===== config.mk =====
export PLATFORM = sky130hd
export DESIGN_NAME = ddm_front
export DESIGN_NICKNAME = d
export VERILOG_FILES = /design/src/rtl/ddm_pkg.sv /design/src/rtl/ddm_front.sv
export SDC_FILE = /design/constraint.sdc
export NUM_CORES = 1
export LEC_CHECK = 0
export ABC_AREA = 1
export BUFFER_PORTS_ARGS = -buffer_cell sky130_fd_sc_hd__buf_2
export CAP_MARGIN = 20
export CORE_AREA = 5 5 94 96
export DETAILED_ROUTE_END_ITERATION = 12
export DIE_AREA = 0 0 99 101
export GPL_ROUTABILITY_DRIVEN = 0
export SYNTH_ARGS = -nofsm -noshare
export SYNTH_HDL_FRONTEND = slang
export SYNTH_SLANG_ARGS = --single-unit

===== constraint.sdc =====
create_clock -name vclk -period 3.7
set_clock_uncertainty 0.05 [all_clocks]
set_input_delay 0.555 -clock vclk [all_inputs]
set_output_delay 0.555 -clock vclk [all_outputs]
set_load 0.005 [all_outputs]

===== src/rtl/ddm_pkg.sv =====
package ddm_pkg;

  localparam int ORD_W = 12;
  localparam int Q_DEPTH = 4;
  localparam int Q_PTR_W = $clog2(Q_DEPTH);
  localparam int DIV_STEPS = 49;
  localparam int DIV_CNT_W = $clog2(DIV_STEPS + 1);

  typedef enum logic {
    REQ_LOAD = 1'b0,
    REQ_READ = 1'b1
  } req_kind_t;

  typedef struct packed {
    logic        req_type;
    logic [7:0]  row_index;
    logic [7:0]  col_index;
    logic [31:0] eig_value;
    logic [31:0] phi_value;
    logic [31:0] dphi_value;
  } in_word_t;

  typedef struct packed {
    logic [31:0] divided_difference;
    logic        saturated;
  } out_word_t;

  typedef struct packed {
    req_kind_t        kind;
    logic [ORD_W-1:0] row;
    logic [ORD_W-1:0] col;
    logic [ORD_W-1:0] hi;
    logic [31:0]      eig;
    logic [31:0]      phi;
    logic [31:0]      dphi;
  } job_t;

  typedef struct packed {
    logic        start;
    logic [48:0] dividend;
    logic [32:0] divisor;
  } div_req_t;

  typedef struct packed {
    logic        done;
    logic [48:0] quotient;
  } div_rsp_t;

endpackage


===== src/rtl/ddm_front.sv =====
module ddm_front #(
  parameter int MAX_ORDER = 256
) (
  input  ddm_pkg::in_word_t req,
  input  logic              req_valid,
  output logic              req_ready,
  output ddm_pkg::job_t     job,
  output logic              push,
  input  logic              q_full
);
  import ddm_pkg::*;

  function automatic logic [ORD_W-1:0] wrap(input logic [7:0] v);
    logic [15:0] t;
    t = {8'd0, v};
    if (MAX_ORDER < 256) begin
      for (int k = 7; k >= 0; k--) begin
        if (t >= (16'(MAX_ORDER) << k)) t = t - (16'(MAX_ORDER) << k);
      end
    end
    return t[ORD_W-1:0];
  endfunction

  logic [ORD_W-1:0] row_w;
  logic [ORD_W-1:0] col_w;

  assign row_w = wrap(req.row_index);
  assign col_w = wrap(req.col_index);

  assign req_ready = !q_full;
  assign push      = req_valid && !q_full;

  always_comb begin
    job.kind = (req.req_type == 1'b1) ? REQ_READ : REQ_LOAD;
    job.row  = row_w;
    job.col  = col_w;
    job.hi   = (row_w > col_w) ? row_w : col_w;
    job.eig  = req.eig_value;
    job.phi  = req.phi_value;
    job.dphi = req.dphi_value;
  end

endmodule


# Yosys cells after proc, flatten, opt, wreduce, memory -nomap -nowiden
# Cells that the tools add are included.
# totals
regBits	0
inputBits	115
out_inout_bits	135
elab_cells	5
# classes
order_cmp	1
n_mux	2
n_reduce_logical	2
# op_table
cell	count
> comparator 8 bit	1
2-to-1 mux 8 bit	1
logical AND 1 bit	1
zero test 1 bit	1
2-to-1 mux 1 bit	1

# Logic depth before layout (Yosys ltp)
# depth
depth_word	2
mapped_depth	12
ltp_nobuf	12

# Worst setup path before layout
# No wires, ideal clock.
# synth_timing
path_type	input port to output port
from	input port req[103] (netlist bit)
to	output port job[100] (netlist bit)
t_arrival_ps	1490
t_required_ps	3095
path_slack_ps	1605
stages	8
path_cell_list	inv_1 > ha_1 > a21o_1 > nor2_4 > nand2_4 > nand2_4 > nand2_1 > nand2_1
# synth_lines
item	line	rtl
from (decl)	ddm_front.sv:4	input ddm_pkg::in_word_t req,
to (decl)	ddm_front.sv:7	output ddm_pkg::job_t job,

==> flow_metrics.py <==
metrics = {
    "global_routing": {
        "grt_use_total_pct": 4.60,
        "antenna_found_initial": 0,
        "grt_first_pass_wirelength_mm": 3.70,
        "globalRouteOverflowTotal": 0,
        "grt_max_degree": 10,
        "grt_pass1_vias": 715,
    },
    "place": {
        "dp_cells": 224,
        "place.port_buffers": 44,
        "place_ws_ns": 1.19,
        "place_area_um2": 771,
        "hpwl_mm": 2.44,
    },
    "status": {
        "outcome": "completed",
    },
    "worst_setup_path": {
        "cp.buffers_inverters": 4,
        "cp.arrival_ns": 1.87,
        "crit_required_ns": 3.09,
        "critPathLaunchType": "primary input",
        "cpPeakStageDelay_ns": 0.30,
        "cpMostUsedCell": "nand2_1",
        "crit_slowest_cell": "ha_1",
        "worst_path_dominant_cell_family": "simple AND/OR/NAND/NOR gates",
        "path_cells": "buf_2, inv_1, ha_1, nand2_1, clkinv_2, nand2_1, nand2_1, nand2_1, nand2_4, nand2_4, nand2_1, nand2_1, buf_2",
        "cp_max_fo": 9,
        "end_kind": "output port",
        "criticalPathCategory": "primary input to output port",
    },
    "power_and_ir_drop": {
        "ir_drop_mv": 0.0127,
        "power_leakage_nw": 0.464,
        "power_w": 0.0000949,
        "power.density_nw_per_um2": 123,
    },
    "die": {
        "floorplan.die.width_um": 99,
        "ios": 250,
        "placementRows": 33,
        "coreArea_um2": 7970,
        "die-area_um2": 10000,
        "die_h_um": 101,
        "start_util_pct": 16.5,
    },
    "drt": {
        "routed_wl_mm": 2.77,
        "initialDrtViolationCount": 4,
        "vias": 707,
        "wire_per_inst_um": 12.4,
        "vias_per_cell": 3.16,
        "antenna_left": 0,
        "firstDrtPassIters": 2,
        "drc_errors": 0,
    },
    "finish": {
        "diodes": 0,
        "final_cell_count_no_fill": 224,
        "fin_area_um2": 771,
        "fillers": 944,
        "fin_nets": 244,
        "seqCellArea_um2": 0,
        "layout-area-overhead-vs-synth_pct": -41.4,
        "drive_above_1_share_pct": 43.7,
        "multi_input_area_um2": 369,
        "nFlopsAndLatches": 0,
        "clockBufferCount": 0,
    },
    "clocking": {
        "post_cts_resized": 0,
        "cts_hold_buf": 0,
        "post_cts_buffers": 0,
    },
    "timing": {
        "max_freq_mhz": 404,
        "rsz0062_at_grt": "no",
        "fin_crit_ns": 2.48,
        "postLayoutSetupSlackWorst_ns": 1.22,
        "tns_ns": 0,
        "hold_viol": 0,
        "min_period_over_period_pct": 66.9,
        "setup_viol": 0,
        "slew_viol_final": 0,
    },
    "synth": {
        "ys_seq_area_share_pct": 0,
        "syn_area_um2": 1320,
        "avgSynthCellArea_um2": 6.96,
        "yosysWarnings": 0,
        "synth_cell_types": 15,
        "syn_inst": 189,
    },
    "flow_run": {
        "maxCapViolations": 0,
    },
    "hold_path": {
        "hp-class": "primary input to output port",
    },
}
==> routing by layer <==
| metal | global-route usage (%) | part of all wire [%] |
|---|---|---|
| met5 | 0 | 0 |
| met4 | 4.62 | 10 |
| met3 | 2.91 | 20 |
| met2 | 8.63 | 50 |
| met1 | 2.76 | 20 |
==> report_power, final <==
part | switching, W | total [W] | internal, W
Sequential | 0 | 0 | 0
Combinational | 0.0000548 | 0.0000949 | 0.0000400
Clock | 0 | 0 | 0
Total | 0.0000548 | 0.0000949 | 0.0000400
==> path summary, 6_finish.rpt <==
kind / startpoint / depth (start not counted) / end / slack (ns)
setup / recovery: req[99] / 13 / job[99] / 1.22
hold / removal: req[16] / 0 / job[16] / 1.06
==> synthesized netlist by cell type <==
cell,number,area [µm²]
buf_4,125,938
ha_1,8,100
inv_1,11,41.3
a21o_1,1,7.51
nand4_4,1,21.3
nor2_4,2,22.5
a21oi_1,2,10.0
clkinv_2,1,5.00
nand2_2,1,6.26
nor2_1,2,7.51
inv_2,1,3.75
nand2_4,2,22.5
nand3_1,8,40.0
nand2_1,23,86.3
conb_1,1,3.75
==> per-stage QoR <==
step	hold slack, ns	util, %
after floorplan	1.09	-
after global placement	1.06	9.67
after detailed placement	1.06	9.67
after CTS	1.06	9.67
after global routing	1.06	9.67
final	1.06	9.67
==> placed cells by master (no fill, tap or decap) <==
cell      synthesis  layout
nand3_1           8       8
nand2_4           2       2
nand2_2           1       1
buf_2             0      44
nand4_4           1       1
ha_1              8       8
conb_1            1      12
inv_1            11      11
inv_2             1       1
nand2_1          23      23
a21oi_1           2       2
a21o_1            1       1
nor2_1            2       2
clkinv_2          1       1
nor2_4            2       2
==> cell families (layout without fill, tap and decap cells) <==
family	after synthesis	count (layout)	synth area share [%]
and+or+nand+nor	39	39	15.7
AOI/OAI and AO/OA	3	3	1.33
other	1	12	0.285
buffers and inverters	138	57	75.1
adders and majority gates	8	8	7.60
==> layout make-up <==
type               instances  share of cell area, %
multi-input cells         62                   47.9
repair buffers            44                   28.6
well taps                105                   17.0
inverters                 13                   6.49
Note: power is estimated with default switching activity, not from simulation.
