### src/rtl/ddm_pkg.sv
package ddm_pkg;

  localparam int ORD_W = 12;
  localparam int Q_DEPTH = 4;
  localparam int Q_PTR_W = $clog2(Q_DEPTH);
  localparam int DIV_STEPS = 49;
  localparam int DIV_CNT_W = $clog2(DIV_STEPS + 1);

  typedef enum logic {
    REQ_LOAD = 1'b0,
    REQ_READ = 1'b1
  } req_kind_t;

  typedef struct packed {
    logic        req_type;
    logic [7:0]  row_index;
    logic [7:0]  col_index;
    logic [31:0] eig_value;
    logic [31:0] phi_value;
    logic [31:0] dphi_value;
  } in_word_t;

  typedef struct packed {
    logic [31:0] divided_difference;
    logic        saturated;
  } out_word_t;

  typedef struct packed {
    req_kind_t        kind;
    logic [ORD_W-1:0] row;
    logic [ORD_W-1:0] col;
    logic [ORD_W-1:0] hi;
    logic [31:0]      eig;
    logic [31:0]      phi;
    logic [31:0]      dphi;
  } job_t;

  typedef struct packed {
    logic        start;
    logic [48:0] dividend;
    logic [32:0] divisor;
  } div_req_t;

  typedef struct packed {
    logic        done;
    logic [48:0] quotient;
  } div_rsp_t;

endpackage

### src/rtl/ddm_queue.sv
module ddm_queue (
  input  logic          clk,
  input  logic          rst,
  input  logic          push,
  input  ddm_pkg::job_t push_job,
  output logic          full,
  input  logic          pop,
  output ddm_pkg::job_t head,
  output logic          nonempty
);
  import ddm_pkg::*;

  job_t               slots [Q_DEPTH];
  logic [Q_PTR_W-1:0] wr_ptr;
  logic [Q_PTR_W-1:0] rd_ptr;
  logic [Q_PTR_W:0]   count;

  assign full     = (count == (Q_PTR_W+1)'(Q_DEPTH));
  assign nonempty = (count != '0);
  assign head     = slots[rd_ptr];

  always_ff @(posedge clk) begin
    if (push) slots[wr_ptr] <= push_job;
    if (rst) begin
      wr_ptr <= '0;
      rd_ptr <= '0;
      count  <= '0;
    end else begin
      if (push) wr_ptr <= wr_ptr + 1'b1;
      if (pop)  rd_ptr <= rd_ptr + 1'b1;
      if (push && !pop)      count <= count + 1'b1;
      else if (pop && !push) count <= count - 1'b1;
    end
  end

endmodule

### config.mk
export PLATFORM = sky130hd
export DESIGN_NAME = ddm_queue
export DESIGN_NICKNAME = d
export VERILOG_FILES = /design/src/rtl/ddm_pkg.sv /design/src/rtl/ddm_queue.sv
export SDC_FILE = /design/constraint.sdc
export NUM_CORES = 1
export LEC_CHECK = 0
export BUFFER_PORTS_ARGS = -buffer_cell sky130_fd_sc_hd__buf_2
export CORE_AREA = 2 2 201 203
export DETAILED_ROUTE_END_ITERATION = 12
export DIE_AREA = 0 0 203 205
export PLACE_DENSITY = 0.76
export REMOVE_ABC_BUFFERS = 1
export SYNTH_ARGS = -nofsm -noshare
export SYNTH_HDL_FRONTEND = slang
export SYNTH_SLANG_ARGS = --single-unit
### constraint.sdc
create_clock -name clk -period 4.2 [get_ports clk]
set_input_delay 0.84 -clock clk [delete_from_list [all_inputs] [get_ports clk]]
set_output_delay 0.84 -clock clk [all_outputs]
set_load 0.02 [all_outputs]
* Word-level counts from Yosys, hierarchy flattened *
Memories as Yosys holds them, arrays and structs flattened. A register that Yosys moved wholly into a read port is not among the register bits.
Cells that the tools add are included.

storage, ports and cells
  bits in latches = 0
  bits of input ports = 137
  bits in read-only memories = 0
  memories = 1
  flip-flop bits (word level) = 7
  memory bits (writable) = 532
  output and inout port bits = 135
  word-level logic and storage cells = 21

operators by class
  $lt $le $gt $ge = 0
  multiply operators = 0
  reduce and logical (&&, ||, !) cells = 6
  bitwise logic cells = 0
  multiplexer cells = 6
  shift operators = 0
  add/sub/neg operators = 4
  divide/modulo/power cells = 0
  equality and inequality tests = 1

memory list
  memory  depth  bits a word  rd ports  clocked after Yosys merged registers in  write ports  line             RTL
  slots   4      133          1         1                                        1            ddm_queue.sv:13  job_t slots [Q_DEPTH];

operators with widths
  kind                   count
  $mux W3                2
  $add A2 B1 Y2 const B  2
  $mux W2                2
  $add A3 B1 Y3 const B  1
  $eq A3 B3 Y1 const B   1
  $reduce_bool A3 Y1     1
  $sub A3 B1 Y3 const B  1
  $logic_and A1 B1 Y1    2
  $logic_not A1 Y1       2
  $mux W1                2
  $reduce_bool A2 Y1     1

* Depth between registers and ports, before layout *
Gate-level depths: netlist of the first run.

  depth in word-level cells = 4
  gate-level depth with buffers = 7
  depth with buffers taken out = 7

* Worst setup path before layout of the first run *
No wires, ideal clock.

  path type = input-to-reg
  start point = in push
  end point = mem slots[0][0] (netlist bit), enable pin
  data arrival time = 3.884 ns
  required time = 3.692 ns
  path slack = -0.192 ns
  cell stages on the path = 1
  buffers on the path = 0
  setup time = 0.508 ns
  path through = and2_1

between the ends
  word-level cells in the longest chain between the ends = 2

RTL lines
  item                           line             RTL
  start, declared                ddm_queue.sv:4   input logic push,
  $mux W1                        ddm_queue.sv:23  if (push) slots[wr_ptr] <= push_job;
  $mux W1 (implied by the code)  ddm_queue.sv:23
  end, declared                  ddm_queue.sv:13

Every way passes these cells.

==> metrics.yaml, run 1 <==
synth_compound_area_share_pct: 0.0511
cp-endpoint: "head[104]"
yosysSeqAreaShare_pct: 82.4
whs_ns: 0.476
design_area_um2: 23400
drive_above_1_share_pct: 46.0
final_cell_mix: "edfxtp_1, buf_2, mux4_2"
utilization_pct: 59.5
synth_xor_area_share_pct: 0.223
regToRegSetupSlack_ns: 2.21
hold_path.class: "input port to register"
drtIter0Drc: 602
postSynthAreaPerCell_um2: 26.5
post_dp_cell_area_um2: 21700
synthCells: 739
num_io_pins: 272
hold_buffers: 0
hold_viol: 0
row_count: 73
leakagePower_nw: 7.83
clockRootBuffer: "clkbuf_16"
met1Wirelength_mm: 15.2
cts_tree: "done"
status: "finished, final reports clean"
worst_r2r_startpoint: "wr_ptr[0]$_SDFFE_PP0P_"
ir_drop_mv: 0.369
portBuffers: 271
ys_types: 19
place_inst: 1518
grt_pass1_wl_mm: 55.4
maxUsedRoutingLayer: "met5"
clkTransAtPathRegs_ns: 0.07
crit_type: "register to output pin"
grt_setup_unrepaired: "false"
synth-seq-cells: 541
drc: 0
syn_area_um2: 19600
power_frac_clock_pct: 38.3
core_um2: 39400
start_util_pct: 49.8
synthMuxAreaShare_pct: 15.4
sw_frac_of_total_pct: 22.5
maxCapViolCount: 0
fin_crit_sh_pct: 81.8
insertion_delay_ns: 0.58
grt_max_degree: 85
final_common_cell: "edfxtp_1"
area_delta_synth_final_pct: 19.5
slew-limit-headroom_pct: 48.8
critPathCaptureType: "output pin"
p_sw_w: 0.00275
track_usage_pct: 17.9
dr.pass1.iters: 6
setup_viol: 0
die_w_um: 203
vias_per_cell: 5.44
cts_made_buffers: 52
reg2reg_depth: 4
gp_congestion: 0.725
worstPathRequired_ns: 3.36
cts_setup_buffers: 0
hpwlAfterDp_mm: 21.4
dr_wl_met3_mm: 2.68
power_frac_seq_pct: 51.4
antenna_found_initial: 10
synthSimpleGateAreaFrac_pct: 0.383
grt_pass1_vias: 9251
maxSlewViolCount: 0
period_needed_ns: 3.43
layout.nets: 1190
vias: 8803
fmax_mhz: 291
ys.warnings.count: 0
cp_max_fo: 25
pwr-share-comb_pct: 10.3
cts_num_sinks: 541
fin_setup_tns_ns: 0
ctsResizeCount: 0
htreeDepth: 2
hold_depth: 1
max_slew.worst_pin.slew_ns: 0.768
p_int_w: 0.00949
synth_top_family_by_area: "multiplexers"
power_density_nw_per_um2: 523
cts_buffer_depth: 3
ant_nets: 0
startpoint_type: "register"
post_drt_wl_per_cell_um: 22.9
r2r_end: "slots[2][82]$_DFFE_PP_"
synth_fa_ha_area_share_pct: 0.421
die_h_um: 205
clock_skew_ns: 0.0159
worstPathArrival_ns: 2.59
grt_overflow: 0
layout.cells.non_filler: 1619
wl_met2_mm: 18.3
die-area_um2: 41600
fill_cells: 2721
drt_wl_total_mm: 37.1
synthesized netlist by cell type:
master	count	area share, %
a21oi_1	1	0.026
and2_1	4	0.13
buf_2	15	0.38
buf_6	9	0.52
clkbuf_1	7	0.13
dfxtp_1	9	0.92
edfxtp_1	532	82
fa_1	1	0.10
ha_1	5	0.32
inv_1	4	0.077
mux2i_1	2	0.10
mux4_2	133	15
nand2_1	1	0.019
nor2_1	7	0.13
nor3b_1	1	0.038
o21ai_0	1	0.026
or3_1	2	0.064
xnor2_1	2	0.089
xor2_1	3	0.13
power groups by stage:
| stage | Combinational [W] | Sequential (W) | Clock (W) |
|---|---|---|---|
| 3_5_place_dp | 0.00128 | 0.00641 | 0 |
| 5_1_grt | 0.00135 | 0.00631 | 0.00499 |
| 6_report | 0.00126 | 0.00629 | 0.00468 |
| 3_3_place_gp | 0.00127 | 0.00639 | 0 |
| 4_1_cts | 0.00129 | 0.00630 | 0.00480 |
| 2_1_floorplan | 0.000777 | 0.00647 | 0 |
worst min-delay path by stage:
| stage | start | slack, ns | end |
|---|---|---|---|
| 5_1_grt | push_job[126] | 0.45 | slots[0][126]$_DFFE_PP_ |
| 6_report | push_job[8] | 0.48 | slots[2][8]$_DFFE_PP_ |
| 4_1_cts | push_job[126] | 0.43 | slots[0][126]$_DFFE_PP_ |
| 2_1_floorplan | count[2]$_SDFFE_PP0P_ | 0.46 | count[2]$_SDFFE_PP0P_ |
| 3_3_place_gp | count[2]$_SDFFE_PP0P_ | 0.48 | count[2]$_SDFFE_PP0P_ |
| 3_5_place_dp | count[2]$_SDFFE_PP0P_ | 0.50 | count[2]$_SDFFE_PP0P_ |
cells by family after synthesis:
| logic type | count (synthesis) |
|---|---|
| flip-flops | 541 |
| AO/OA/AOI/OAI | 2 |
| XOR/XNOR | 5 |
| adder cells (fa/ha/maj) | 6 |
| buffers and inverters | 35 |
| AND/OR/NAND/NOR | 15 |
| multiplexers | 135 |
per-stage QoR:
stage,setup WS (ns),total power (W)
CTS,0.655,0.0124
global placement,1.35,0.00766
global route,0.552,0.0127
floorplan,-2.91,0.00725
finish,0.766,0.0122
detailed placement,1.32,0.00769
final cells by class:
cell class | instances | area, um2 | area share, %
multi-input cells | 163 | 3240 | 13.8
clock buffers | 63 | 1370 | 5.87
repair buffers | 285 | 1600 | 6.83
clock inverters | 33 | 359 | 1.53
well taps | 525 | 657 | 2.81
flip-flops and latches | 541 | 16200 | 69.0
diodes | 5 | 12.5 | 0.0534
inverters | 4 | 15.0 | 0.0641
flip-flops by register name, indices dropped and copies added, names as in the netlist, named ones only:
name	flops
rd_ptr	2
count	3
slots	532
wr_ptr	2
layer usage:
layer	GRT usage, %	up-vias
met3	5.39	67
met5	0	-
met4	6.44	10
met2	28.6	277
met1	23.7	4636
li1	-	3813
worst max-delay path, stage by stage, from the launching register on:
cell	delay, ns
dfxtp_4	0.67
buf_4	0.52
mux4_2	0.60
buf_2	0.18
No activity file was read; power rests on OpenSTA's default activity.
==> inputs of run 2 (changes only) <==
--- a/config.mk
+++ b/config.mk
@@ -9,7 +9,7 @@
 export CORE_AREA = 2 2 201 203
 export DETAILED_ROUTE_END_ITERATION = 12
 export DIE_AREA = 0 0 203 205
-export PLACE_DENSITY = 0.76
+export PLACE_DENSITY = 0.74
 export REMOVE_ABC_BUFFERS = 1
 export SYNTH_ARGS = -nofsm -noshare
 export SYNTH_HDL_FRONTEND = slang
==> constraint.sdc (replaced) <==
create_clock -name clk -period 3.44 [get_ports clk]
set_input_delay 0.688 -clock clk [delete_from_list [all_inputs] [get_ports clk]]
set_output_delay 0.688 -clock clk [all_outputs]
set_load 0.02 [all_outputs]
==> metrics.yaml, run 2 (same netlist as run 1, synthesis figures left out) <==
critPathCaptureType: "output pin"
htreeDepth: 2  # unchanged
grt_pass1_wl_mm: 55.6  # +0.39%
num_io_pins: 272  # unchanged
hold_buffers: 0  # unchanged
dp_slack_ns: 0.948  # -0.376 ns
grt_overflow: 0  # unchanged
clock_skew_ns: 0.0193  # +0.00346 ns
largestRegisters: "slots (532), count (3)"
ctsResizeCount: 0  # unchanged
portBuffers: 271  # unchanged
max_slew.worst_pin.slew_ns: 0.698  # -0.0703 ns
grt_setup_unrepaired: "false"
cts_setup_buffers: 0  # unchanged
slew-limit-headroom_pct: 53.5  # +4.7 points
clkTransAtPathRegs_ns: 0.06  # about the same
pwr-share-comb_pct: 10.3  # about the same
layout.nets: 1196  # +0.50%
setup_viol: 0  # unchanged
power_density_nw_per_um2: 643  # +23%
power_frac_seq_pct: 50.5  # -0.9 points
hold_path.class: "input port to register"
track_usage_pct: 18.1  # +0.14 points
die_w_um: 203  # unchanged
grt_pass1_vias: 9330  # +0.85%
largest_reg_flops: 532  # unchanged
cts_num_sinks: 541  # unchanged
crit_family: "flip-flops"
crit_buf_inv: 2  # unchanged
final_common_cell: "edfxtp_1"
ant_nets: 0  # unchanged
fill_cells: 2724  # +0.11%
insertion_delay_ns: 0.58  # about the same
cts_made_buffers: 52  # unchanged
status: "finished, final reports clean"
vias: 8805  # +0.023%
drtIter0Drc: 620  # +3.0%
drc: 0  # unchanged
power_frac_clock_pct: 39.2  # +0.9 points
vias_per_cell: 5.42  # -0.35%
die_h_um: 205  # unchanged
fin_crit_sh_pct: 88.1
core_um2: 39400  # unchanged
cp_slowest_stage_delay_ns: 0.60  # -0.07 ns
critical-path-slowest-cell: "dfxtp_4"
startpoint_type: "register"
hpwlAfterDp_mm: 22.5  # +4.8%
worstPathRequired_ns: 2.75  # -0.61 ns
p_int_w: 0.0119  # +25%
post_dp_cell_area_um2: 21800  # +0.50%
clockRootBuffer: "clkbuf_16"
final_cell_mix: "edfxtp_1, buf_2, mux4_2"
finalPower_w: 0.0152  # +24%
worstPathArrival_ns: 2.34  # -0.25 ns
row_count: 73  # unchanged
gp_congestion: 0.741  # +2.2%
p_sw_w: 0.00334  # +21%
area_delta_synth_final_pct: 20.5
antenna_found_initial: 7  # -3
cp_max_fo: 38  # +52%
crit_type: "register to output pin"
period_needed_ns: 3.03
top_register: "slots"
start_util_pct: 49.8  # unchanged
path_cells: "buf_12, mux4_2, buf_2"
design_area_um2: 23600  # +0.83%
sw_frac_of_total_pct: 22.0  # -0.54 points
dr.pass1.iters: 5  # -1
die-area_um2: 41600  # unchanged
leakagePower_nw: 7.93  # +1.2%
ir_drop_mv: 0.494  # +34%
maxCapViolCount: 0  # unchanged
hold_viol: 0  # unchanged
post_drt_wl_per_cell_um: 22.8  # -0.42%
drt_wl_total_mm: 37.1  # about the same
setup_ws_ns: 0.409  # -0.357 ns
fmax_mhz: 330
grt_max_degree: 81  # -4.7%
drive_above_1_share_pct: 46.5  # +0.53 points
cts_tree: "done"
cts_buffer_depth: 3  # unchanged
maxSlewViolCount: 0  # unchanged
-- run 2: cell count changes in the layout (fill, tap and decap cells not counted), moves of 2 or more --
cell	change
clkbuf_8	+2
buf_12	+5
bufinv_16	+3
clkinv_4	-2
-- run 2: final cells by class --
cell class / instances / area (um2) / area share (%)
clock inverter: 33 / 425 / 1.80
tap: 525 / 657 / 2.78
timing repair buffer: 291 / 1710 / 7.23
multi-input combinational: 163 / 3240 / 13.7
clock buffer: 64 / 1400 / 5.92
sequential: 541 / 16200 / 68.5
antenna: 4 / 10.0 / 0.0424
inverter: 4 / 15.0 / 0.0636
-- run 2: worst paths after layout --
check                          from  slack, ns  depth (start not counted)                      to
max                        register       0.41                          3                head[49]
min reg2reg   count[2]$_SDFFE_PP0P_       0.50                          2   count[2]$_SDFFE_PP0P_
min                    push_job[74]       0.31                          1  slots[0][74]$_DFFE_PP_
max reg2reg  wr_ptr[0]$_SDFFE_PP0P_       1.57                          4  slots[2][86]$_DFFE_PP_
-- run 2: per-stage QoR --
| stage | TNS (ns) | utilization [%] | instances | hold WS, ns |
|---|---|---|---|---|
| finish | 0 | 60.0 | 1625 | 0.310 |
| floorplan | -893.17 | - | 708 | 0.455 |
| global placement | 0 | 55.3 | 1524 | 0.479 |
| global route | 0 | 60.0 | 1624 | 0.278 |
| detailed placement | 0 | 55.3 | 1524 | 0.500 |
| CTS | 0 | 60.0 | 1621 | 0.266 |
-- run 2: power by group through the flow --
| stage | Clock (W) | Sequential [W] | Combinational (W) |
|---|---|---|---|
| 2_1_floorplan | 0 | 0.00790 | 0.000948 |
| 3_3_place_gp | 0 | 0.00779 | 0.00158 |
| 3_5_place_dp | 0 | 0.00782 | 0.00160 |
| 4_1_cts | 0.00611 | 0.00768 | 0.00161 |
| 5_1_grt | 0.00635 | 0.00770 | 0.00168 |
| 6_report | 0.00595 | 0.00767 | 0.00157 |
-- run 2: per-layer routing --
metal / GRT usage, % / vias to the layer above / routed length, um
li1: - / 3835 / -
met5: 0 / - / 43
met4: 5.89 / 8 / 907
met1: 23.2 / 4600 / 14700
met2: 29.7 / 301 / 18500
met3: 5.60 / 61 / 2920
