$ cat config.mk
export PLATFORM = sky130hd
export DESIGN_NAME = ddm_div
export DESIGN_NICKNAME = d
export VERILOG_FILES = /design/src/rtl/ddm_pkg.sv /design/src/rtl/ddm_div.sv
export SDC_FILE = /design/constraint.sdc
export NUM_CORES = 1
export LEC_CHECK = 0
export BUFFER_PORTS_ARGS = -buffer_cell sky130_fd_sc_hd__buf_2
export CORE_MARGIN = 2
export CORE_UTILIZATION = 25
export CTS_CLUSTER_SIZE = 24
export DETAILED_ROUTE_END_ITERATION = 16
export SLEW_MARGIN = 20
export SYNTH_ARGS = -nofsm -noshare
export SYNTH_HDL_FRONTEND = slang
export SYNTH_SLANG_ARGS = --single-unit
$ cat constraint.sdc
create_clock -name clk -period 4.2 [get_ports clk]
set_input_delay 0.63 -clock clk [delete_from_list [all_inputs] [get_ports clk]]
set_output_delay 0.63 -clock clk [all_outputs]
set_load 0.03 [all_outputs]
$ cat src/rtl/ddm_pkg.sv
package ddm_pkg;

  localparam int ORD_W = 12;
  localparam int Q_DEPTH = 4;
  localparam int Q_PTR_W = $clog2(Q_DEPTH);
  localparam int DIV_STEPS = 49;
  localparam int DIV_CNT_W = $clog2(DIV_STEPS + 1);

  typedef enum logic {
    REQ_LOAD = 1'b0,
    REQ_READ = 1'b1
  } req_kind_t;

  typedef struct packed {
    logic        req_type;
    logic [7:0]  row_index;
    logic [7:0]  col_index;
    logic [31:0] eig_value;
    logic [31:0] phi_value;
    logic [31:0] dphi_value;
  } in_word_t;

  typedef struct packed {
    logic [31:0] divided_difference;
    logic        saturated;
  } out_word_t;

  typedef struct packed {
    req_kind_t        kind;
    logic [ORD_W-1:0] row;
    logic [ORD_W-1:0] col;
    logic [ORD_W-1:0] hi;
    logic [31:0]      eig;
    logic [31:0]      phi;
    logic [31:0]      dphi;
  } job_t;

  typedef struct packed {
    logic        start;
    logic [48:0] dividend;
    logic [32:0] divisor;
  } div_req_t;

  typedef struct packed {
    logic        done;
    logic [48:0] quotient;
  } div_rsp_t;

endpackage

$ cat src/rtl/ddm_div.sv
module ddm_div (
  input  logic              clk,
  input  logic              rst,
  input  ddm_pkg::div_req_t dreq,
  output ddm_pkg::div_rsp_t drsp
);
  import ddm_pkg::*;

  logic [32:0]          rem;
  logic [48:0]          quo;
  logic [32:0]          dvs;
  logic [DIV_CNT_W-1:0] cnt;
  logic                 busy;
  logic                 done;
  logic [33:0]          shifted;
  logic [33:0]          trial;

  assign shifted = {rem, quo[48]};
  assign trial   = shifted - {1'b0, dvs};

  assign drsp.quotient = quo;
  assign drsp.done     = done;

  always_ff @(posedge clk) begin
    if (dreq.start) begin
      rem <= '0;
      quo <= dreq.dividend;
      dvs <= dreq.divisor;
    end else if (busy) begin
      if (!trial[33]) begin
        rem <= trial[32:0];
        quo <= {quo[47:0], 1'b1};
      end else begin
        rem <= shifted[32:0];
        quo <= {quo[47:0], 1'b0};
      end
    end
    if (rst) begin
      busy <= 1'b0;
      cnt  <= '0;
      done <= 1'b0;
    end else begin
      done <= 1'b0;
      if (dreq.start) begin
        busy <= 1'b1;
        cnt  <= '0;
      end else if (busy) begin
        cnt <= cnt + 1'b1;
        if (cnt == DIV_CNT_W'(DIV_STEPS - 1)) begin
          busy <= 1'b0;
          done <= 1'b1;
        end
      end
    end
  end

endmodule

# Yosys cells after proc, flatten, opt, wreduce, memory -nomap -nowiden
# Index checks and enable logic that the tools add are counted.
[totals]
in_bits = 85
reg_bits = 123
out_inout_bits = 50
[classes]
n_addsub = 2
n_mux = 8
reduce_logical = 3
bitwise_logic = 1
eq_ne = 1
[op_table]
columns = ["cell", "count"]
rows = [
  ["49-bit two-way mux", 2],
  ["34-bit by 33-bit subtractor with 34-bit output", 1],
  ["33-bit two-way mux", 1],
  ["6-bit by 1-bit adder with 6-bit output (second input constant)", 1],
  ["6-bit == test (second input constant)", 1],
  ["1-bit two-way mux", 5],
  ["3-bit OR reduction", 1],
  ["2-bit nonzero test", 1],
  ["2-bit OR reduction", 1],
  ["1-bit NOT", 1],
]

# Longest topological paths before layout
# Gate-level depths: netlist of run 1.
[logic_depth]
word_depth = 4
depth_mapped = 13
mapped_depth_nobuf = 11

# Worst setup path before layout of run 1
# No wires, ideal clock.
[synth_path]
path_type = "reg-to-reg"
startpoint = "register quo[48]"
endpoint = "register rem[32]"
path_stages_with_launch = 12
setup_ps = 101
synth_period_minus_slack_ps = 2895
required_ps = 4099
slack_ps = 1305
arrival_ps = 2794
cell_sequence = "edfxtp_1 inv_1 ha_1 fa_1 nor2b_1 o2111ai_1 a21oi_1 nor3_2 a2111oi_2 o211ai_1 a311o_1 o41ai_1"
[synth_via]
elab_chain_len = 2
[synth_lines]
columns = ["element", "line", "rtl"]
rows = [
  ["from (decl)", "ddm_div.sv:10", "logic [48:0] quo;"],
  ["from (signal assigned)", "ddm_div.sv:27", "quo <= dreq.dividend;"],
  ["from (signal assigned)", "ddm_div.sv:32", "quo <= {quo[47:0], 1'b1};"],
  ["from (signal assigned)", "ddm_div.sv:35", "quo <= {quo[47:0], 1'b0};"],
  ["34-bit by 33-bit subtractor with 34-bit output", "ddm_div.sv:19", "assign trial = shifted - {1'b0, dvs};"],
  ["33-bit two-way mux", "ddm_div.sv:30", "if (!trial[33]) begin"],
  ["to (signal assigned)", "ddm_div.sv:31", "rem <= trial[32:0];"],
  ["to (signal assigned)", "ddm_div.sv:34", "rem <= shifted[32:0];"],
  ["to (decl)", "ddm_div.sv:9", "logic [32:0] rem;"],
]
# No other way between the ends.
# A chain may end at the register's enable or synchronous reset.

# Worst setup path after layout of run 1
[layout_path]
startpoint = "register dvs[14]"
endpoint = "register rem[5]"
[layout_via]
elab_chain_len = 2
[layout_lines]
columns = ["element", "line", "rtl"]
rows = [
  ["from (decl)", "ddm_div.sv:11", "logic [32:0] dvs;"],
  ["from (signal assigned)", "ddm_div.sv:28", "dvs <= dreq.divisor;"],
  ["34-bit by 33-bit subtractor with 34-bit output", "ddm_div.sv:19", ""],
  ["33-bit two-way mux", "ddm_div.sv:30", ""],
]
# No other way between the ends.

==> metrics.txt, run 1 <==
run status=finished, final reports clean; initial core utilization=25.38%; #FFs+latches synth=123; Slew Viols, Final=0; number of I/O pins=135; CTS Root Cell=clkbuf_16; GRT Overall Usage=11.85%; clk sinks=123; Routed wire per std cell=14.59 um; vias in the first global route=5398; post-synth top area share=36.10%; Seq/Total Area, Yosys=48.13%; Post-synth EDFFs=82; crit start category=register; VDD IR-drop max=259.6 uV; largest area contributor in the synthesized netlist=edfxtp_1; PwrDens=449.6 mW/mm^2; largest net degree at the start of global routing=50; Max clock buf depth=2; initial antenna violation count=0; Top FF cell, synth=edfxtp_1; Reg area=0.003283 sq mm; die height=169.2 um; Yosys Warn Count=0; Routed WL=16.55 mm; Clock Latency Late Sink=0.42 ns; TritonCTS clock tree=built; Worst Path Class, Setup=register to register; max_cap viols=0; die width=169.2 um; Largest stage delay, worst path=0.46 ns; PortBufs=134; Vias/cell=4.650; clock-pin slew on the worst setup and hold paths=0.06 ns; actual slew at the worst max-slew pin=1.038 ns; critical path capture point type=register; synth top area cells=edfxtp_1 36%, dfxtp_1 12%, mux2_2 8.1%; multi-input logic area=0.003239 sq mm; Syn Area/Cell=10.56 sq um; final instance count without filler cells=1134; syn nets=767; Placement Setup Slack=1.021 ns; DRC viols=0; CP Max Fanout=19; Ant. Diodes=0; post-cts sizing count=0; Final setup viols=0; htree depth=4; Gate Count Post-Synth=646; Hold/Removal Path Class=input port to register; Post-DP HPWL=11.69 mm; crit path time final=3.207 ns; cell area after synthesis=0.006822 sq mm; fin crit share=76.36%; ANT nets after route=0; CP Data Required Time=4.53 ns; DRT iter0 DRCs=186; Post-CTS Hold Fix Bufs=0; Setup TNS=0 ns; CTS Buf Count=17; Peak Freq=311.8 MHz; RSZ-0062 raised after global routing=false; slew margin rel.=30.82%; Placer Congestion=0.7867; postcts setup bufs=0; Filler cells=2804; setup clock skew after layout=0.009796 ns; Hold Fails Final Rpt=0; FFs w/ async S/R, synth=0%; most common cell in the netlist=edfxtp_1; site row count=60; Placed Cells=1102; Core Area=0.02688 sq mm; CP cell instances=inv_1 > ha_1 > nand2_1 > nor4b_4 > o2111ai_2 > a311oi_4 > nor2_4 > xnor2_2 > buf_4 > or3_1 > a311oi_1; DRT Pass-1 Iters=4; Layout Nets=901; CP max-delay cell=a311oi_4; first-pass GRT wire length=26.85 mm; Worst EP arrival=3.53 ns; layout cells sized above 1=30.01%; GRT overflow=0; Leakage=0.003443 uW; routed via count=5273; Yosys cell types=68; Commonest cells post-synth=82 x edfxtp_1, 71 x nand2_1, 52 x nor2_1, 49 x mux2_2, 44 x inv_1; Die ar.=0.02862 sq mm; Layout area overhead=24.52%; slack of the critical path=0.9930 ns
==> registers in the layout, summed over array words and instances, names as in the netlist <==
signal  flops
rem        33
dvs        33
cnt         6
quo        49
done        1
busy        1
==> stage by stage <==
stage	total power, uW	util (%)	cell area, sq um	hold WS [ns]
after global placement	2188	29.19	7844	0.4735
after global routing	3995	31.61	8494	0.3607
after detailed placement	2193	29.19	7844	0.4865
final	3819	31.61	8494	0.3797
after floorplan	1995	-	6822	0.4526
after CTS	3862	31.61	8494	0.3553
==> power by group <==
| part | total [uW] | switching [uW] | internal, uW |
|---|---|---|---|
| Clock | 1650 | 632 | 1020 |
| Combinational | 706 | 432 | 274 |
| Sequential | 1460 | 53.2 | 1410 |
==> cell families (layout without fill, tap and decap cells) <==
logic type	Yosys count	count (layout)	synth area share, %
compound gates	146	146	14.73
xor+xnor	32	32	4.494
fa+ha+maj	36	36	6.713
buf+inv	71	218	4.383
flops	123	123	48.13
mux	54	54	8.822
simple gates	184	184	12.73
==> worst paths after layout <==
path                                to  depth (start not counted)     from  slack [ns]
worst max-delay path            rem[5]                         11  dvs[14]        0.99
worst max register to register  rem[5]                         11  dvs[14]        0.99
worst min-delay path              busy                          2      rst        0.38
worst min register to register    done                          2   cnt[5]        0.49
==> critical path, delay by kind of cell (launching register included) <==
| kind | cells | cell delay, ns |
|---|---|---|
| fa+ha+maj | 1 | 0.38 |
| buf+inv | 2 | 0.26 |
| simple gates | 4 | 0.99 |
| xor+xnor | 1 | 0.15 |
| flops | 1 | 0.33 |
| compound gates | 3 | 0.98 |
==> routing by layer <==
layer,part of all wire (%),GRT usage (%),up-vias
met4,1.1,4.125,0
met5,0,0,-
met1,45,14.26,2483
li1,-,-,2639
met2,47,19.89,139
met3,6.2,3.848,12
==> cell usage in the layout (no fill, tap or decap), types with 4 or more instances in the layout <==
master / instances
o21ai_0: 31
a211oi_1: 5
edfxtp_1: 82
ha_1: 35
o21a_1: 6
nor2_1: 52
mux2_2: 49
a311oi_1: 17
clkbuf_16: 17
xor2_1: 12
bufinv_16: 4
inv_8: 4
dfxtp_1: 41
inv_1: 43
inv_6: 5
nand3_1: 8
a21oi_1: 41
a21o_1: 6
mux2i_1: 5
o21bai_1: 6
or3_1: 6
nor3_1: 7
nand2_1: 71
buf_2: 133
nand2b_1: 6
nor2b_1: 5
xnor2_1: 18
buf_4: 8
and3_1: 4
nand4_1: 7
==> cell type report <==
cell class	instances	area share (%)
Clock inverter	15	2.651
Tap cell	341	5.023
Timing Repair Buffer	141	8.543
Clock buffer	17	5.008
Sequential cell	123	38.65
Inverter	45	1.989
Multi-Input combinational cell	452	38.14
Note: power is estimated with default switching activity, not from simulation.
==> inputs of run 2 (changes only) <==
clock period = 2.6 ns   (was 4.2 ns; I/O delays follow)
==> run 2 against run 1 <==
Against the previous run: the run now ends with setup timing left; first-iteration DRC count is 12% higher; wire length is 13% higher; cell area is 17% higher; flip-flop and latch count stayed put; die area stayed put; sequential share of layout area is 5.6 points lower; combinational power is 130% higher; global-route usage is 1.5 points higher; largest power group is now registers; hold slack worse by 0.25 ns; critical endpoint is now rem[32]; critical path depth stayed put; non-clock buffer count is 112 higher.
==> metrics.txt, run 2 (synthesized netlist as in run 1, its figures left out) <==
total power=6341 uW (was 3819 uW); Biggest register=quo (unchanged); failing checks=setup timing; Die ar.=0.02862 sq mm (unchanged); run status=complete, but fails checks (was finished, final reports clean); most common cell after layout, fill and taps aside=buf_2 (unchanged); CTS Root Cell=clkbuf_16 (unchanged); DRT Pass-1 Iters=4 (unchanged); initial core utilization=25.38% (unchanged); Worst EP arrival=3.02 ns (was 3.53 ns); fin crit share=103.4% (was 76.36%); Slew Viols, Final=0 (unchanged); GRT overflow=0 (unchanged); Hold Fails Final Rpt=0 (unchanged); max reg flops=49 (unchanged); Hold Slack=0.1322 ns (was 0.3797 ns); die height=169.2 um (unchanged); largest net degree at the start of global routing=50 (unchanged); Final setup viols=8 (was 0); Post-CTS Hold Fix Bufs=0 (unchanged); Worst Path Class, Setup=register to register (unchanged); CP Max Fanout=3 (was 19); slew margin rel.=60.92% (was 30.82%); routed via count=5825 (was 5273); Top Registers=quo x49, dvs x33, rem x33 (unchanged); vias in the first global route=6008 (was 5398); layout cells sized above 1=48.95% (was 30.01%); Filler cells=2672 (was 2804); site row count=60 (unchanged); PwrDens=637.8 mW/mm^2 (was 449.6 mW/mm^2); crit start category=register (unchanged); slack of the critical path=-0.08746 ns (was 0.9930 ns); RSZ-0062 raised after global routing=true (was false); actual slew at the worst max-slew pin=0.5862 ns (was 1.038 ns); Layout Nets=1013 (was 901); initial antenna violation count=1 (was 0); Clock Latency Late Sink=0.43 ns (was 0.42 ns); DRT iter0 DRCs=209 (was 186); htree depth=4 (unchanged); CTS Buf Count=17 (unchanged); reg2reg setup slack=-0.09 ns (was 0.99 ns); Layout area overhead=45.74% (was 24.52%); Vias/cell=4.671 (was 4.650); crit path time final=2.687 ns (was 3.207 ns); ANT nets after route=0 (unchanged); Core Area=0.02688 sq mm (unchanged); clock-pin slew on the worst setup and hold paths=0.07 ns (was 0.06 ns); number of I/O pins=135 (unchanged); die width=169.2 um (unchanged); Peak Freq=372.1 MHz (was 311.8 MHz); Routed wire per std cell=15.00 um (was 14.59 um); PortBufs=134 (unchanged); first-pass GRT wire length=30.35 mm (was 26.85 mm); clk sinks=123 (unchanged); most frequent cells in the layout=133 x buf_2, 105 x buf_4, 82 x edfxtp_1 (was 133 x buf_2, 82 x edfxtp_1, 71 x nand2_1); Setup TNS=-0.2159 ns (was 0 ns); GRT Overall Usage=13.33% (was 11.85%); Placer Congestion=0.8350 (was 0.7867); Routed WL=18.71 mm (was 16.55 mm); Leakage=0.004093 uW (was 0.003443 uW); setup clock skew after layout=0.01590 ns (was 0.009796 ns); Post-DP HPWL=13.14 mm (was 11.69 mm); Hold/Removal Path Class=input port to register (unchanged); CP Data Required Time=2.93 ns (was 4.53 ns); placed inst area=0.008680 sq mm (was 0.007844 sq mm); max_cap viols=0 (unchanged); critical path capture point type=register (unchanged); post-route cell area=0.009942 sq mm (was 0.008494 sq mm); VDD IR-drop max=385.5 uV (was 259.6 uV); TritonCTS clock tree=built (unchanged); DRC viols=0 (unchanged); Max clock buf depth=2 (unchanged)
run 2: cell count changes in the layout (fill, tap and decap cells not counted), moves of 9 or more:
cell      before  now
buf_6          0    9
nand2_1       71   43
nand2_2        1   24
a21oi_1       41   31
buf_4          8  105
ha_1          35   23
o21ai_1        1   13
a311oi_2       0   14
o21ai_0       31   17
ha_4           0   11
a311oi_1      17    3
run 2: power breakdown:
part           leakage, uW  internal, uW  switching (uW)
Sequential         0.00115          2270            92.3
Clock             0.000289          1290            1080
Combinational      0.00265           731             873
run 2: final timing paths:
path | startpoint | to | cells after the start
setup / recovery | dvs[4] | rem[32] | 11
hold / removal | dreq[2] | dvs[2] | 1
setup reg to reg | dvs[4] | rem[32] | 11
hold reg to reg | rem[21] | rem[21] | 2
run 2: timing repair:
action,CTS,global route
setup buffers,9,2
gates cloned,3,0
endpoints found under the setup margin,34,34
pin swaps,38,30
resized for setup,89,46
run 2: layout make-up:
class	count	area (sq um)	share of cell area [%]
clock inverter	15	167.7	1.686
multi-input combinational	452	3797	38.20
tap	341	426.7	4.291
sequential	123	3283	33.02
timing repair buffer	253	1670	16.80
inverter	45	168.9	1.699
antenna	1	2.502	0.02517
clock buffer	17	425.4	4.279
run 2: metrics by stage:
step / setup WS (ns) / utilization, % / cells
6_report: -0.08746 / 36.99 / 1247
2_1_floorplan: -0.1150 / - / 646
4_1_cts: -0.1225 / 36.36 / 1246
5_1_grt: -0.2053 / 36.98 / 1246
3_3_place_gp: -0.1392 / 32.30 / 1203
3_5_place_dp: -0.2114 / 32.30 / 1203
run 2: routing by layer:
| metal | wire length, um | vias up | GRT usage [%] |
|---|---|---|---|
| li1 | - | 2870 | - |
| met3 | 1373 | 30 | 4.268 |
| met4 | 307 | 0 | 4.125 |
| met1 | 8043 | 2753 | 16.39 |
| met5 | 0 | - | 0 |
| met2 | 8981 | 172 | 22.27 |
run 2: worst max-delay path: stages (launching register included):
cell and delay [ns]:
edfxtp_1 0.38, inv_2 0.08, ha_4 0.19, a21o_1 0.18
a31o_4 0.23, o2111ai_4 0.24, a311oi_4 0.16, buf_4 0.17
or3_1 0.31, o31a_1 0.29, a311o_1 0.31, o41ai_1 0.06
==> inputs of run 3 (changes only) <==
CORE_MARGIN = not set   (was 2)
==> run 3 against run 2 <==
Against the previous run: the flow finishes with violations (DRC, setup timing); flip-flop and latch count unchanged; sequential share of layout area decreased by 0.11 points; critical path depth up 2; maximum frequency decreased by 2.9%; die area fell by 2.4%; critical path type unchanged; highest routed layer is now met5.
==> metrics.txt, run 3 (synthesized netlist as in run 1, its figures left out) <==
run status=complete, but fails checks (unchanged); failing checks=DRC, setup timing (was setup timing); htree depth=4 (unchanged); Post-CTS Hold Fix Bufs=0 (unchanged); Clock Latency Late Sink=0.42 ns (was 0.43 ns); Setup TNS=-3.553 ns (was -0.2159 ns); setup clock skew after layout=0.009649 ns (was 0.01590 ns); CP Data Required Time=2.93 ns (about the same); Routed WL=18.63 mm (was 18.71 mm); Largest stage delay, worst path=0.39 ns (was 0.38 ns); GRT overflow=0 (unchanged); Core Area=0.02688 sq mm (unchanged); GRT Overall Usage=13.69% (was 13.33%); PwrDens=644.2 mW/mm^2 (was 637.8 mW/mm^2); CP Max Fanout=6 (was 3); Worst Path Class, Setup=register to register (unchanged); PortBufs=134 (unchanged); Post-DP HPWL=13.27 mm (was 13.14 mm); crit path time final=2.767 ns (was 2.687 ns); Final setup viols=34 (was 8); TritonCTS clock tree=built (unchanged); Layout area overhead=46.24% (was 45.74%); Die ar.=0.02795 sq mm (was 0.02862 sq mm); first-pass GRT wire length=30.36 mm (was 30.35 mm); die height=167.2 um (was 169.2 um); Routed wire per std cell=14.85 um (was 15.00 um); Vias/cell=4.646 (was 4.671); critical path capture point type=register (unchanged); CTS Buf Count=17 (unchanged); initial core utilization=25.38% (unchanged); routed via count=5831 (was 5825); ANT nets after route=0 (unchanged); most common cell after layout, fill and taps aside=buf_2 (unchanged); VDD IR-drop max=397.0 uV (was 385.5 uV); clk sinks=123 (unchanged); max_cap viols=0 (unchanged); Peak Freq=361.4 MHz (was 372.1 MHz); Ant. Diodes=0 (was 1); die width=167.2 um (was 169.2 um); Layout Nets=1022 (was 1013); layout cells sized above 1=47.59% (was 48.95%); DRT Pass-1 Iters=10 (was 4); Max clock buf depth=2 (unchanged); max reg flops=49 (unchanged); Layout Utilization=37.12% (was 36.99%); DRT iter0 DRCs=168 (was 209); Worst EP arrival=3.10 ns (was 3.02 ns); actual slew at the worst max-slew pin=0.8293 ns (was 0.5862 ns); Filler cells=2689 (was 2672); Hold Fails Final Rpt=0 (unchanged); CTS Root Cell=clkbuf_16 (unchanged); Hold/Removal Path Class=input port to register (unchanged); Placer Congestion=0.8283 (was 0.8350); slew margin rel.=44.51% (was 60.92%); Reg area=0.003283 sq mm (unchanged); clock-pin slew on the worst setup and hold paths=0.06 ns (was 0.07 ns); CP cell instances=inv_1 > ha_4 > nand2_4 > nor4b_4 > o2111ai_4 > a311oi_4 > nor2_4 > buf_6 > xnor2_4 > buf_12 > buf_8 > nand2_2 > a311oi_2 (was inv_2 > ha_4 > a21o_1 > a31o_4 > o2111ai_4 > a311oi_4 > buf_4 > or3_1 > o31a_1 > a311o_1 > o41ai_1); Top Registers=quo x49, dvs x33, rem x33 (unchanged); multi-input logic area=0.003765 sq mm (was 0.003797 sq mm); vias in the first global route=5983 (was 6008); slack of the critical path=-0.1673 ns (was -0.08746 ns); Slew Viols, Final=0 (unchanged); largest net degree at the start of global routing=50 (unchanged); site row count=60 (unchanged); CP max-delay cell=nor4b_4 (was edfxtp_1); crit start category=register (unchanged); initial antenna violation count=1 (unchanged); most frequent cells in the layout=133 x buf_2, 116 x buf_4, 82 x edfxtp_1 (was 133 x buf_2, 105 x buf_4, 82 x edfxtp_1); Leakage=0.004147 uW (was 0.004093 uW); fin crit share=106.4% (was 103.4%); Biggest register=quo (unchanged); DRC viols=1 (was 0); number of I/O pins=135 (unchanged); RSZ-0062 raised after global routing=true (unchanged)
[run 3: cell types whose count changed in the layout (fill, tap and decap cells not counted), moves of 4 or more]
| cell | delta |
|---|---|
| a311oi_1 | +4 |
| a311oi_2 | -4 |
| buf_4 | +11 |
| inv_1 | +4 |
| inv_2 | -4 |
| nand2_1 | +12 |
| nand2_2 | -11 |
[run 3: layout make-up]
class,instances,share of cell area (%)
flip-flops and latches,123,32.91
repair buffers,262,17.37
clock buffers,17,4.264
well taps,341,4.277
inverters,45,1.693
multi-input cells,452,37.74
clock inverters,15,1.743
[run 3: critical path, delay by kind of cell, from the launching register on]
family / cells / cell delay (ns)
simple gates: 4 / 0.60
flops: 1 / 0.32
compound gates: 3 / 0.83
fa+ha+maj: 1 / 0.28
xor+xnor: 1 / 0.16
buf+inv: 4 / 0.48
[run 3: stage by stage]
step	hold slack [ns]	instances	instance area (sq um)	setup WS [ns]	total power [uW]
6_report	0.1325	1255	9976	-0.1673	6426
2_1_floorplan	0.4526	646	6862	-0.1150	3233
5_1_grt	0.1159	1255	9976	-0.3453	6725
3_5_place_dp	0.4831	1208	8705	-0.2103	3797
4_1_cts	0.1052	1251	9801	-0.1528	6449
3_3_place_gp	0.4701	1208	8705	-0.1567	3785
[run 3: final timing paths]
check	start	endpoint	slack (ns)	cells after the start
worst min-delay path	rst	busy	0.13	2
worst min register to register	cnt[5]	cnt[5]	0.50	2
worst max register to register	dvs[15]	rem[17]	-0.17	13
worst max-delay path	dvs[15]	rem[17]	-0.17	13
[run 3: power breakdown]
part	internal [uW]	total [uW]	switching [uW]
Clock	1450	2460	1010
Combinational	735	1600	868
Sequential	2270	2360	88.2
[run 3: repair_timing]
item                       in CTS  in global routing
gates cloned                    2                  0
setup endpoints to repair      34                 34
hold endpoints to repair        0                  0
pin swaps                      39                 15
resized for setup              79                 34
setup buffers                  10                  4
[run 3: per-layer routing]
| layer | vias up | global-route usage (%) | share of wire, % |
|---|---|---|---|
| li1 | 2883 | - | - |
| met1 | 2777 | 16.84 | 45 |
| met2 | 148 | 22.96 | 48 |
| met3 | 21 | 3.805 | 5.5 |
| met4 | 2 | 4.707 | 1.3 |
| met5 | - | 0 | 0.054 |
